===== src/rtl/gcl_pkg.sv =====
package gcl_pkg;

  // Default node capacity of the labeler
  localparam int GclMaxNodes = 8;

  // Stream field widths
  localparam int GraphWordW = 28;
  localparam int CanonWordW = 28;
  localparam int PermDigitsW = 24;
  localparam int PermIndexW = 16;
  localparam int DigitStride = 3;
  localparam int InTdataW = 32;
  localparam int OutFieldsW = CanonWordW + PermDigitsW + PermIndexW + 1;
  localparam int OutTdataW = ((OutFieldsW + 7) / 8) * 8;

  // Configuration register map
  localparam int CfgIdxW = 2;
  localparam int CfgDataW = 4;
  localparam logic [CfgIdxW-1:0] CfgNodeCount = 2'd0;
  localparam logic [CfgIdxW-1:0] CfgLowerOrder = 2'd1;
  localparam logic [CfgIdxW-1:0] CfgInvertPerm = 2'd2;
  localparam logic [CfgDataW-1:0] NodeCountReset = 4'd8;

  // Sequencer states
  typedef enum logic [2:0] {
    ST_IDLE,
    ST_WALK,
    ST_SCAN_MIN,
    ST_SCAN_MATCH,
    ST_DONE
  } gcl_state_e;

  // n! for elaboration-time sizing
  function automatic int gcl_fact(input int n);
    int f;
    f = 1;
    for (int x = 2; x <= n; x++) begin
      f = f * x;
    end
    return f;
  endfunction

endpackage


===== src/rtl/graph_canonical_labeler_unit.sv =====
// Canonical labeler for small undirected graphs.
// Input stream: one request is one adjacency word (k*(k-1)/2 bits used,
// first node pair in the top used bit). Output stream: one result with
// the canonical word, the relabeling permutation, its lexicographic rank
// and a flag that the input was already canonical.
// Configuration (node count, triangle order, permutation inversion) is
// written through the plain write port while no request is in flight;
// the user must keep to that, as the block itself does not enforce it.
// Per request the sequencer builds the pair table and adjacency matrix,
// runs the minimum search, reloads the matrix, runs the match search and
// loads the output register.
// Both searches run on the same combinational relabel and successor
// units, so one permutation is handled per cycle; s_axis_tready is high
// only while the sequencer is idle.
// A result waits in the output register while m_axis_tready is low; the
// next request is taken meanwhile, and its result waits in the last step
// until the register frees. Reset clears the configuration to k = 8,
// upper triangle, direct permutation, and drops any pending result.
module graph_canonical_labeler_unit import gcl_pkg::*; #(
  parameter int MAX_NODES = GclMaxNodes
) (
  input  logic                 clk_i,
  input  logic                 rst_ni,
  // configuration write port
  input  logic                 cfg_we_i,
  input  logic [CfgIdxW-1:0]   cfg_idx_i,
  input  logic [CfgDataW-1:0]  cfg_data_i,
  // request stream
  input  logic                 s_axis_tvalid,
  output logic                 s_axis_tready,
  input  logic [InTdataW-1:0]  s_axis_tdata,  // [27:0] graph_word
  // result stream
  output logic                 m_axis_tvalid,
  input  logic                 m_axis_tready,
  output logic [OutTdataW-1:0] m_axis_tdata   // [27:0] canonical_word,
                                              // [51:28] perm_digits,
                                              // [67:52] perm_index,
                                              // [68] is_canonical
);

  localparam int NW    = $clog2(MAX_NODES);
  localparam int KW    = $clog2(MAX_NODES + 1);
  localparam int PAIRS = (MAX_NODES * (MAX_NODES - 1)) / 2;
  localparam int NPW   = $clog2(PAIRS);
  localparam int PCW   = $clog2(PAIRS + 1);
  localparam int AW    = $clog2(MAX_NODES * MAX_NODES);
  localparam int CNT_W = $clog2(gcl_fact(MAX_NODES));
  localparam int WW    = (PAIRS > GraphWordW) ? PAIRS : GraphWordW;
  localparam int DIGW  = (DigitStride * MAX_NODES + NW > PermDigitsW) ?
                         DigitStride * MAX_NODES + NW : PermDigitsW;
  localparam int IDXW  = (CNT_W > PermIndexW) ? CNT_W : PermIndexW;

  typedef logic [MAX_NODES-1:0][NW-1:0] perm_t;

  // configuration registers
  logic [CfgDataW-1:0] node_count_q;
  logic                lower_q;
  logic                invert_q;

  // sequencer and datapath registers
  gcl_state_e state_q, state_d;
  perm_t            perm_q, perm_d;
  logic [CNT_W-1:0] cnt_q, cnt_d;
  logic             pass_q, pass_d;
  logic [PAIRS-1:0] best_q, best_d;
  logic [PAIRS-1:0] lin_q, lin_d;
  logic [KW-1:0]    k_q, k_d;
  logic [PCW-1:0]   npairs_q, npairs_d;
  logic [NPW-1:0]   n_q, n_d;
  logic [NW-1:0]    i_q, i_d, j_q, j_d;
  logic [NW-1:0]    pa_q [PAIRS];
  logic [NW-1:0]    pb_q [PAIRS];
  logic [MAX_NODES*MAX_NODES-1:0] adj_q;
  logic                  m_valid_q, m_valid_d;
  logic [OutFieldsW-1:0] out_q, out_d;

  // control strobes
  logic in_accept;
  logic walk_we;
  logic walk_last;
  logic out_free;
  logic match;

  // combinational helpers
  logic [KW-1:0]    k_eff;
  logic [PCW-1:0]   npairs_eff;
  logic [PAIRS-1:0] lin_eff;
  perm_t            ident;
  perm_t            step_perm;
  logic             step_valid;
  logic [PAIRS-1:0] rel;
  logic             src_bit;
  perm_t            inv_perm;
  logic [DIGW-1:0]  digits;
  logic [PAIRS-1:0] canon_l;
  logic [WW-1:0]    canon_w;
  logic [IDXW-1:0]  idx_w;

  // configuration writes
  always_ff @(posedge clk_i or negedge rst_ni) begin
    if (!rst_ni) begin
      node_count_q <= NodeCountReset;
      lower_q      <= 1'b0;
      invert_q     <= 1'b0;
    end else if (cfg_we_i) begin
      case (cfg_idx_i)
        CfgNodeCount:  node_count_q <= cfg_data_i;
        CfgLowerOrder: lower_q      <= cfg_data_i[0];
        CfgInvertPerm: invert_q     <= cfg_data_i[0];
        default: ;
      endcase
    end
  end

  // clamped node count, pair count and left-aligned input word
  always_comb begin
    int kk;
    logic [WW-1:0] word;
    logic [WW-1:0] mask;
    if (node_count_q < CfgDataW'(2)) begin
      k_eff = KW'(2);
    end else if (int'(node_count_q) > MAX_NODES) begin
      k_eff = KW'(MAX_NODES);
    end else begin
      k_eff = KW'(node_count_q);
    end
    kk         = int'(k_eff);
    npairs_eff = PCW'((kk * (kk - 1)) >> 1);
    mask       = (WW'(1) << npairs_eff) - WW'(1);
    word       = WW'(s_axis_tdata[GraphWordW-1:0]) & mask;
    lin_eff    = PAIRS'(word << (PCW'(PAIRS) - npairs_eff));
  end

  // identity permutation on k nodes, zeros above
  always_comb begin
    for (int x = 0; x < MAX_NODES; x++) begin
      ident[x] = (x < k_q) ? NW'(x) : '0;
    end
  end

  // shared relabel unit: one permuted word per cycle, left aligned
  always_comb begin
    logic [NW-1:0] a;
    logic [NW-1:0] b;
    rel = '0;
    for (int lf = 0; lf < PAIRS; lf++) begin
      a = perm_q[pa_q[lf]];
      b = perm_q[pb_q[lf]];
      rel[PAIRS-1-lf] = (lf < npairs_q) &&
                        adj_q[AW'(int'(a) * MAX_NODES + int'(b))];
    end
  end

  // shared successor unit
  gcl_perm_step #(
    .MAX_NODES (MAX_NODES)
  ) u_perm_step (
    .perm_i  (perm_q),
    .k_i     (k_q),
    .perm_o  (step_perm),
    .valid_o (step_valid)
  );

  assign match     = (rel == lin_q);
  assign walk_last = (PCW'(n_q) == npairs_q - PCW'(1));
  assign out_free  = !m_valid_q || m_axis_tready;
  assign src_bit   = pass_q ? best_q[NPW'(PAIRS - 1) - n_q] : lin_q[NPW'(PAIRS - 1) - n_q];

  // inverse permutation and packed digits
  always_comb begin
    logic [NW-1:0] val;
    inv_perm = '0;
    for (int q = 0; q < MAX_NODES; q++) begin
      for (int p = 0; p < MAX_NODES; p++) begin
        if (p < k_q && perm_q[p] == NW'(q)) begin
          inv_perm[q] = NW'(p);
        end
      end
    end
    digits = '0;
    for (int p = 0; p < MAX_NODES; p++) begin
      val = invert_q ? inv_perm[p] : perm_q[p];
      if (p < k_q) begin
        digits = digits | (DIGW'(val) << (DigitStride * p));
      end
    end
  end

  // right-aligned canonical word and rank, sized to the output fields
  assign canon_l = best_q >> (PCW'(PAIRS) - npairs_q);
  assign canon_w = WW'(canon_l);
  assign idx_w   = IDXW'(cnt_q);

  // next state
  always_comb begin
    state_d = state_q;
    case (state_q)
      ST_IDLE: begin
        if (s_axis_tvalid) state_d = ST_WALK;
      end
      ST_WALK: begin
        if (walk_last) state_d = pass_q ? ST_SCAN_MATCH : ST_SCAN_MIN;
      end
      ST_SCAN_MIN: begin
        if (!step_valid) state_d = ST_WALK;
      end
      ST_SCAN_MATCH: begin
        if (match || !step_valid) state_d = ST_DONE;
      end
      ST_DONE: begin
        if (out_free) state_d = ST_IDLE;
      end
      default: state_d = ST_IDLE;
    endcase
  end

  // sequencer outputs and datapath updates
  always_comb begin
    s_axis_tready = 1'b0;
    in_accept     = 1'b0;
    walk_we       = 1'b0;
    perm_d        = perm_q;
    cnt_d         = cnt_q;
    pass_d        = pass_q;
    best_d        = best_q;
    lin_d         = lin_q;
    k_d           = k_q;
    npairs_d      = npairs_q;
    n_d           = n_q;
    i_d           = i_q;
    j_d           = j_q;
    out_d         = out_q;
    m_valid_d     = m_valid_q && !m_axis_tready;
    case (state_q)
      ST_IDLE: begin
        s_axis_tready = 1'b1;
        if (s_axis_tvalid) begin
          in_accept = 1'b1;
          k_d       = k_eff;
          npairs_d  = npairs_eff;
          lin_d     = lin_eff;
          pass_d    = 1'b0;
          n_d       = '0;
          i_d       = lower_q ? NW'(1) : '0;
          j_d       = lower_q ? '0 : NW'(1);
        end
      end
      ST_WALK: begin
        walk_we = 1'b1;
        n_d     = n_q + NPW'(1);
        if (lower_q) begin
          if (j_q == i_q - NW'(1)) begin
            i_d = i_q + NW'(1);
            j_d = '0;
          end else begin
            j_d = j_q + NW'(1);
          end
        end else begin
          if (KW'(j_q) == k_q - KW'(1)) begin
            i_d = i_q + NW'(1);
            j_d = i_q + NW'(2);
          end else begin
            j_d = j_q + NW'(1);
          end
        end
        if (walk_last) begin
          perm_d = ident;
          cnt_d  = '0;
        end
      end
      ST_SCAN_MIN: begin
        if (cnt_q == '0 || rel < best_q) best_d = rel;
        if (step_valid) begin
          perm_d = step_perm;
          cnt_d  = cnt_q + CNT_W'(1);
        end else begin
          pass_d = 1'b1;
          n_d    = '0;
          i_d    = lower_q ? NW'(1) : '0;
          j_d    = lower_q ? '0 : NW'(1);
        end
      end
      ST_SCAN_MATCH: begin
        if (!match) begin
          if (step_valid) begin
            perm_d = step_perm;
            cnt_d  = cnt_q + CNT_W'(1);
          end else begin
            perm_d = ident;
            cnt_d  = '0;
          end
        end
      end
      ST_DONE: begin
        if (out_free) begin
          m_valid_d = 1'b1;
          out_d     = {lin_q == best_q, idx_w[PermIndexW-1:0],
                       digits[PermDigitsW-1:0], canon_w[CanonWordW-1:0]};
        end
      end
      default: ;
    endcase
  end

  // control registers
  always_ff @(posedge clk_i or negedge rst_ni) begin
    if (!rst_ni) begin
      state_q   <= ST_IDLE;
      for (int x = 0; x < MAX_NODES; x++) perm_q[x] <= NW'(x);
      cnt_q     <= '0;
      pass_q    <= 1'b0;
      best_q    <= '0;
      m_valid_q <= 1'b0;
    end else begin
      state_q   <= state_d;
      perm_q    <= perm_d;
      cnt_q     <= cnt_d;
      pass_q    <= pass_d;
      best_q    <= best_d;
      m_valid_q <= m_valid_d;
    end
  end

  // payload registers
  always_ff @(posedge clk_i) begin
    lin_q    <= lin_d;
    k_q      <= k_d;
    npairs_q <= npairs_d;
    n_q      <= n_d;
    i_q      <= i_d;
    j_q      <= j_d;
    out_q    <= out_d;
    if (walk_we) begin
      pa_q[n_q] <= i_q;
      pb_q[n_q] <= j_q;
      adj_q[AW'(int'(i_q) * MAX_NODES + int'(j_q))] <= src_bit;
      adj_q[AW'(int'(j_q) * MAX_NODES + int'(i_q))] <= src_bit;
    end
  end

  assign m_axis_tvalid = m_valid_q;
  assign m_axis_tdata  = OutTdataW'(out_q);

`ifndef SYNTH
  // a request starts the table walk of the first pass
  a_accept_walk: assert property (@(posedge clk_i) disable iff (!rst_ni)
    in_accept |=> state_q == ST_WALK && !pass_q)
    else $error("accepted request did not start the first walk");

  // exhausting the minimum search reloads the matrix for the second pass
  a_min_to_reload: assert property (@(posedge clk_i) disable iff (!rst_ni)
    state_q == ST_SCAN_MIN && !step_valid |=> state_q == ST_WALK && pass_q)
    else $error("minimum search did not hand over to the second pass");

  // a canonical input is always reported at rank zero
  a_canon_rank: assert property (@(posedge clk_i) disable iff (!rst_ni)
    m_axis_tvalid && m_axis_tdata[68] |-> m_axis_tdata[67:52] == '0)
    else $error("canonical input reported with nonzero rank");

  // a new result only comes out of the final step
  a_result_src: assert property (@(posedge clk_i) disable iff (!rst_ni)
    $rose(m_axis_tvalid) |-> $past(state_q) == ST_DONE)
    else $error("result raised outside the final step");
`endif

endmodule


===== src/rtl/gcl_perm_step.sv =====
// Lexicographic successor of a permutation of 0..k-1, computed combinationally
module gcl_perm_step import gcl_pkg::*; #(
  parameter int MAX_NODES = GclMaxNodes
) (
  input  logic [MAX_NODES-1:0][$clog2(MAX_NODES)-1:0] perm_i,
  input  logic [$clog2(MAX_NODES+1)-1:0]              k_i,
  output logic [MAX_NODES-1:0][$clog2(MAX_NODES)-1:0] perm_o,
  output logic                                        valid_o
);

  localparam int NW = $clog2(MAX_NODES);

  logic [NW-1:0] piv;
  logic [NW-1:0] swp;
  logic [NW-1:0] pv;
  logic          found;
  logic [MAX_NODES-1:0][NW-1:0] swapped;

  // Rightmost ascent and rightmost digit above the pivot value
  always_comb begin
    found = 1'b0;
    piv   = '0;
    for (int i = 1; i < MAX_NODES; i++) begin
      if (i < k_i && perm_i[i] > perm_i[i-1]) begin
        found = 1'b1;
        piv   = NW'(i);
      end
    end
    pv  = perm_i[piv - NW'(1)];
    swp = piv;
    for (int j = 1; j < MAX_NODES; j++) begin
      if (j < k_i && NW'(j) >= piv && perm_i[j] > pv) begin
        swp = NW'(j);
      end
    end
  end

  // Swap, then reverse the tail from the pivot to k-1
  always_comb begin
    int src;
    swapped = perm_i;
    swapped[piv - NW'(1)] = perm_i[swp];
    swapped[swp] = pv;
    for (int x = 0; x < MAX_NODES; x++) begin
      src = int'(piv) + int'(k_i) - 1 - x;
      if (NW'(x) >= piv && x < k_i) begin
        perm_o[x] = swapped[NW'(src)];
      end else begin
        perm_o[x] = swapped[x];
      end
    end
  end

  assign valid_o = found;

endmodule


===== config.mk =====
export PLATFORM = sky130hd
export DESIGN_NAME = graph_canonical_labeler_unit
export DESIGN_NICKNAME = d
export VERILOG_FILES = /design/src/rtl/gcl_pkg.sv /design/src/rtl/graph_canonical_labeler_unit.sv /design/src/rtl/gcl_perm_step.sv
export SDC_FILE = /design/constraint.sdc
export NUM_CORES = 2
export LEC_CHECK = 0
export ABC_AREA = 1
export BUFFER_PORTS_ARGS = -buffer_cell sky130_fd_sc_hd__buf_2
export CELL_PAD_IN_SITES_DETAIL_PLACEMENT = 0
export CELL_PAD_IN_SITES_GLOBAL_PLACEMENT = 2
export CORE_MARGIN = 5
export CORE_UTILIZATION = 31
export CTS_BUF_LIST = sky130_fd_sc_hd__clkbuf_4 sky130_fd_sc_hd__clkbuf_8
export DETAILED_ROUTE_END_ITERATION = 16
export PLACE_DENSITY = 0.86
export SYNTH_ARGS = -nofsm -noshare
export SYNTH_HDL_FRONTEND = slang
export SYNTH_SLANG_ARGS = --single-unit

===== constraint.sdc =====
create_clock -name clk_i -period 12.9 [get_ports clk_i]
set_input_delay 3.87 -clock clk_i [delete_from_list [all_inputs] [get_ports clk_i]]
set_output_delay 3.87 -clock clk_i [all_outputs]
set_load 0.01 [all_outputs]

Word-level counts from Yosys, hierarchy flattened
Memory sizes are Yosys's and may differ from the RTL's.
Cells that the tools add are included.
Word-level totals
  bits in writable memories: 168
  register bits: 260
  output and inout bits: 74
  memories: 2
Operators by class
  multiply operators: 1
  equality and inequality tests: 69
  $add $sub $neg: 53
  mux-type cells: 394
  order comparisons: 162
  shift operators: 3
  reductions and logical operators: 141
  bitwise logic cells: 8
Memories
  pa_q: depth 28, bits a word 3, rd ports 28, clocked after Yosys merged registers in 0, wr ports 1, line graph_canonical_labeler_unit.sv:71  | logic [NW-1:0] pa_q [PAIRS];
  pb_q: depth 28, bits a word 3, rd ports 28, clocked after Yosys merged registers in 0, wr ports 1, line graph_canonical_labeler_unit.sv:72  | logic [NW-1:0] pb_q [PAIRS];
Operators with widths (number)
  binary-select mux 3 bit (select 3 bit): 66
  two-way mux 3 bit: 171
  two-way mux 24 bit: 11
  < comparator 6 x 8 -> 1 bit (second input constant): 30
  < comparator 3 x 4 -> 1 bit (second input constant): 58
  adder 6 x 3 -> 6 bit: 30
  binary-select mux 1 bit (select 6 bit): 28
  bitwise mux 64 bit: 2
  logical AND 1 bit: 111
  two-way mux 1 bit: 89
  == test 3 bit (second input constant): 29
  case mux 24 bit (3 select lines): 1
  two-way mux 16 bit: 4
  < comparator 5 bit (first input constant): 12
  == test 28 bit: 2
  bitwise mux 24 bit: 2
  == test 3 x 2 -> 1 bit (second input constant): 16
  case mux 16 bit (3 select lines): 1
  > comparator 3 bit: 14
  < comparator 3 x 5 -> 1 bit (second input constant): 8
  < comparator 4 x 5 -> 1 bit (first input constant): 8
  bitwise AND 28 bit: 1
  < comparator 28 bit: 1
  left shift 1 x 5 -> 28 bit (first input constant): 1
  66 further kinds: 135

Depth between registers and ports, before layout
  depth in word-level cells: 33
  mapped depth: 55

Modules after synthesis
From an unflattened synthesis, not the netlist that was laid out.
Second synthesis, totals
  cell total of the unflattened synthesis: 10112
  area total of the unflattened synthesis: 58187.1 um^2
By module, submodules not included
  graph_canonical_labeler_unit: area each 53959.3 um^2, times used 1, cells an instance 9330
  gcl_perm_step: area each 4227.8 um^2, times used 1, cells an instance 782

Least setup slack after synthesis
OpenSTA, ideal clock, no wires.
  kind: input -> register
  start point: input m_axis_tready
  end point: register out_q[0], enable pin
  stages on the path: 2
  buffers on the path: 0
  data required time: 12.404 ns
  arrival time: 6.780 ns
  setup slack: 5.624 ns
  path through: nor2_1 -> nor2_1
Between the ends
  word-level cells in the longest chain between the ends: 2
RTL lines
  start, declared: line graph_canonical_labeler_unit.sv:34  | input logic m_axis_tready,
  logical OR 1 bit: line graph_canonical_labeler_unit.sv:166  | assign out_free = !m_valid_q || m_axis_tready;
  AND reduction 2 bit (no line)
  end signal, assigned: line graph_canonical_labeler_unit.sv:332  | out_q <= out_d;
  end, declared: line graph_canonical_labeler_unit.sv:75  | logic [OutFieldsW-1:0] out_q, out_d;
Every way passes these cells.
A chain may end at the register's enable or synchronous reset.

Worst setup path in the final report
  start point: register node_count_q[3]
  end point: register lin_q[26] (data pin)
Between the ends
  word-level cells in the longest chain between the ends: 9
RTL lines
  start, declared: line graph_canonical_labeler_unit.sv:56  | logic [CfgDataW-1:0] node_count_q;
  start signal, assigned: line graph_canonical_labeler_unit.sv:102  | node_count_q <= NodeCountReset;
  start signal, assigned: line graph_canonical_labeler_unit.sv:107  | CfgNodeCount: node_count_q <= cfg_data_i;
  > comparator 4 bit: line graph_canonical_labeler_unit.sv:122  | end else if (int'(node_count_q) > MAX_NODES) begin
  two-way mux 4 bit: line graph_canonical_labeler_unit.sv:122
  two-way mux 4 bit (*): line graph_canonical_labeler_unit.sv:120  | if (node_count_q < CfgDataW'(2)) begin
  subtractor 4 x 1 -> 5 bit: line graph_canonical_labeler_unit.sv:128  | npairs_eff = PCW'((kk * (kk - 1)) >> 1);
  multiplier 5 x 5 -> 6 bit (*): line graph_canonical_labeler_unit.sv:128
  left shift 1 x 5 -> 28 bit: line graph_canonical_labeler_unit.sv:129  | mask = (WW'(1) << npairs_eff) - WW'(1);
  subtractor 28 x 2 -> 28 bit: line graph_canonical_labeler_unit.sv:129
  bitwise AND 28 bit: line graph_canonical_labeler_unit.sv:130  | word = WW'(s_axis_tdata[GraphWordW-1:0]) & mask;
  left shift 28 x 5 -> 28 bit (*): line graph_canonical_labeler_unit.sv:131  | lin_eff = PAIRS'(word << (PCW'(PAIRS) - npairs_eff));
  via lin_eff[26]: line graph_canonical_labeler_unit.sv:87  | logic [PAIRS-1:0] lin_eff;
  end signal, assigned: line graph_canonical_labeler_unit.sv:326  | lin_q <= lin_d;
  end, declared: line graph_canonical_labeler_unit.sv:66  | logic [PAIRS-1:0] lin_q, lin_d;
Mark *: on every way through the listed nets, which the timed path passes. The rest lies on a longest branch.

==> results.cfg <==
[grt]
grt_pass1_wl_um = 440000
overflow = 0
grt_pass1_vias = 62400
antenna_found_initial = 18
track_usage_pct = 31.7
grt_max_degree = 72

[sta]
fmax_mhz = 117
finalSetupTns_ns = 0
hold_viol_final = 0
post-route-min-period_ns = 8.52
tightestPinTransition_ns = 1.34
period_share_pct = 66.0
rsz0062_at_grt = no
clock_skew_ns = 0.0784
setup_viol = 0
maxSlewHeadroom_pct = 10.4
finalMaxSlewViolations = 0

[yosys]
yosys.cell_count.top_type = nand2_1
synth_top_area_share_pct = 19.3
ys_ff_latch = 427
yosysUniqueCellTypes = 60
synth_ff_type = edfxtp_1
syn_inst = 9436
avgSynthCellArea_um2 = 5.89
synth_seq_area_share_pct = 22.4
synth_common_cells = nand2_1, nand3_1, a21oi_1
synthTopCellsByArea = nand2_1, edfxtp_1, nand3_1
async_flop_share_pct = 18.5
synth_top_area_cell = nand2_1
syn-cell-area_um2 = 55500
ys_warn_count = 0
synth-edff-count = 348

[routing]
post-route-drc-count = 0
firstDrtPassIters = 9
dr_wl_met3_um = 43100
wirelength_um = 315000
wire_per_inst_um = 27.4
dr.first_iter.drc_count = 12600
wl_met2_um = 129000
routed.top_layer = met5
wl_met1_um = 116000
drtAntennaViolNets = 0
via_per_inst = 6.20
num_vias = 71300

[job]
drv_cap = 0

[cts]
clkLatencyLatePin_ns = 0.85
clock_sinks = 427
cts_resized = 0
postCtsHoldBufs = 0
clock_path_buffers = 3
cts_setup_buffers = 0
cts_buffers = 86
cts-root-buf = clkbuf_8
htree_levels = 3
clkTransAtPathRegs_ns = 0.06
cts_tree = done

[placement]
hpwl_um = 200000
gp_congestion = 0.998
io_buffers = 109

[pwr]
pwr-share-clk_pct = 8.5
internal-power_mw = 6.88
vdd_drop_max_mv = 0.369
p_sw_mw = 12.4
combPwrFrac_pct = 79.7
power_frac_seq_pct = 11.9
p_leak_nw = 23.3
swShare_pct = 64.2
cellPowerDensity_nw_per_um2 = 322

[floorplan]
die_y_um = 433
rows = 155
io_pins = 117
dieArea_um2 = 188000
design.core.area_um2 = 178000
die_w_um = 433
start_util_pct = 31.1

[cells_and_area]
syn2layout_area_growth_pct = 7.54
fillers = 19600
multi_input_area_um2 = 37600
nNetsFinal = 9217
drive_gt1_share_pct = 7.20
utilization_pct = 33.5
ff_latch_area_um2 = 12500

[outcome]
status = finished clean

[min_path]
hold_path.class = reg2reg

[worst_setup_path]
critical_path_class = reg2reg
critPathCaptureType = flip-flop
required_ns = 13.45
cp_slowest_cell = inv_1
max_stage_delay_ns = 0.65
cp.arrival_ns = 9.07
path_delay_family = simple AND/OR/NAND/NOR gates
cp-start-kind = flip-flop
crit_fanout = 31
crit_buf_inv = 7
[power groups by stage]
stage / Sequential, mW / Combinational [mW] / Clock, mW
2_1_floorplan: 2.10 / 10.3 / 0
3_3_place_gp: 2.28 / 14.6 / 0
3_5_place_dp: 2.29 / 14.7 / 0
4_1_cts: 2.26 / 14.7 / 1.65
5_1_grt: 2.30 / 16.4 / 1.70
6_report: 2.28 / 15.3 / 1.63
[worst paths after layout]
kind                                             start                          end  slack [ns]  depth (start not counted)
max in group asynchronous                       rst_ni       best_q[26]$_DFFE_PN0P_        8.75                          2
setup reg to reg           node_count_q[3]$_DFFE_PN1P_          lin_q[26]$_DFFE_PP_        4.38                         38
min in group asynchronous                       rst_ni         cnt_q[9]$_DFFE_PN0P_        3.03                          1
setup / recovery           node_count_q[3]$_DFFE_PN1P_          lin_q[26]$_DFFE_PP_        4.38                         38
hold / removal             node_count_q[0]$_DFFE_PN0P_  node_count_q[0]$_DFFE_PN0P_        0.49                          2
hold reg to reg            node_count_q[0]$_DFFE_PN0P_  node_count_q[0]$_DFFE_PN0P_        0.49                          2
[per-layer routing]
| layer | up-vias | track usage [%] |
|---|---|---|
| met1 | 32900 | 39.3 |
| met4 | 20 | 22.2 |
| met5 | - | 0 |
| li1 | 31800 | - |
| met2 | 5128 | 46.4 |
| met3 | 1496 | 10.4 |
[cell type report]
type | count | share of cell area (%)
multi-input cells | 7565 | 62.9
flip-flops and latches | 427 | 20.9
well taps | 2355 | 4.93
repair buffers | 372 | 4.26
inverters | 608 | 3.82
clock buffers | 108 | 2.33
clock inverters | 50 | 0.842
diodes | 12 | 0.0503
[flip-flops by register name, summed over array words and instances (netlist names)]
register       count
j_q                3
pa_q              84
cnt_q             16
lower_q            1
pb_q              84
i_q                3
lin_q             28
pass_q             1
k_q                4
best_q            28
invert_q           1
n_q                5
node_count_q       4
m_axis_tvalid      1
perm_q            24
state_q            3
adj_q             64
out_q             69
npairs_q           4
[stage by stage]
step,hold WS (ns),setup slack [ns],total power [mW],instance area (um^2),cells
6_report,0.492,4.38,19.2,59700,11500
5_1_grt,0.523,3.50,20.4,59700,11500
4_1_cts,0.496,4.40,18.6,59700,11500
3_5_place_dp,0.483,4.44,17.0,57800,11300
3_3_place_gp,0.478,4.50,16.9,57800,11300
2_1_floorplan,0.446,5.62,12.4,55600,9439
[worst reg2reg max path: cells and delay by family (launching register included)]
family          cells  cell delay (ns)
compound gates      8             1.30
xor+xnor            2             0.32
fa+ha+maj           6             2.28
buf+inv             7             1.31
flops               1             0.64
simple gates       15             2.41
[cells in the final DEF, fill, tap and decap left out, types with 108 or more instances in the layout]
master    instances
a21oi_1         974
inv_1           541
o211ai_1        259
edfxtp_1        348
ha_1            109
nor2_1          409
buf_2           108
nand3_1        1238
buf_4           262
o21ai_0         923
nand2_1        2857
a32o_1          185
[cell families (layout without fill, tap and decap cells)]
logic type / Yosys count / after routing / synth area share [%]
AO/OA/AOI/OAI: 2547 / 2547 / 26.6
multiplexers: 19 / 19 / 0.345
flip-flops: 427 / 427 / 22.4
XOR/XNOR: 76 / 76 / 1.20
other: 2 / 17 / 0.0135
buffers and inverters: 1447 / 1138 / 10.1
adder cells (fa/ha/maj): 114 / 114 / 2.64
AND/OR/NAND/NOR: 4804 / 4804 / 36.7
No activity file was read; power rests on OpenSTA's default activity.
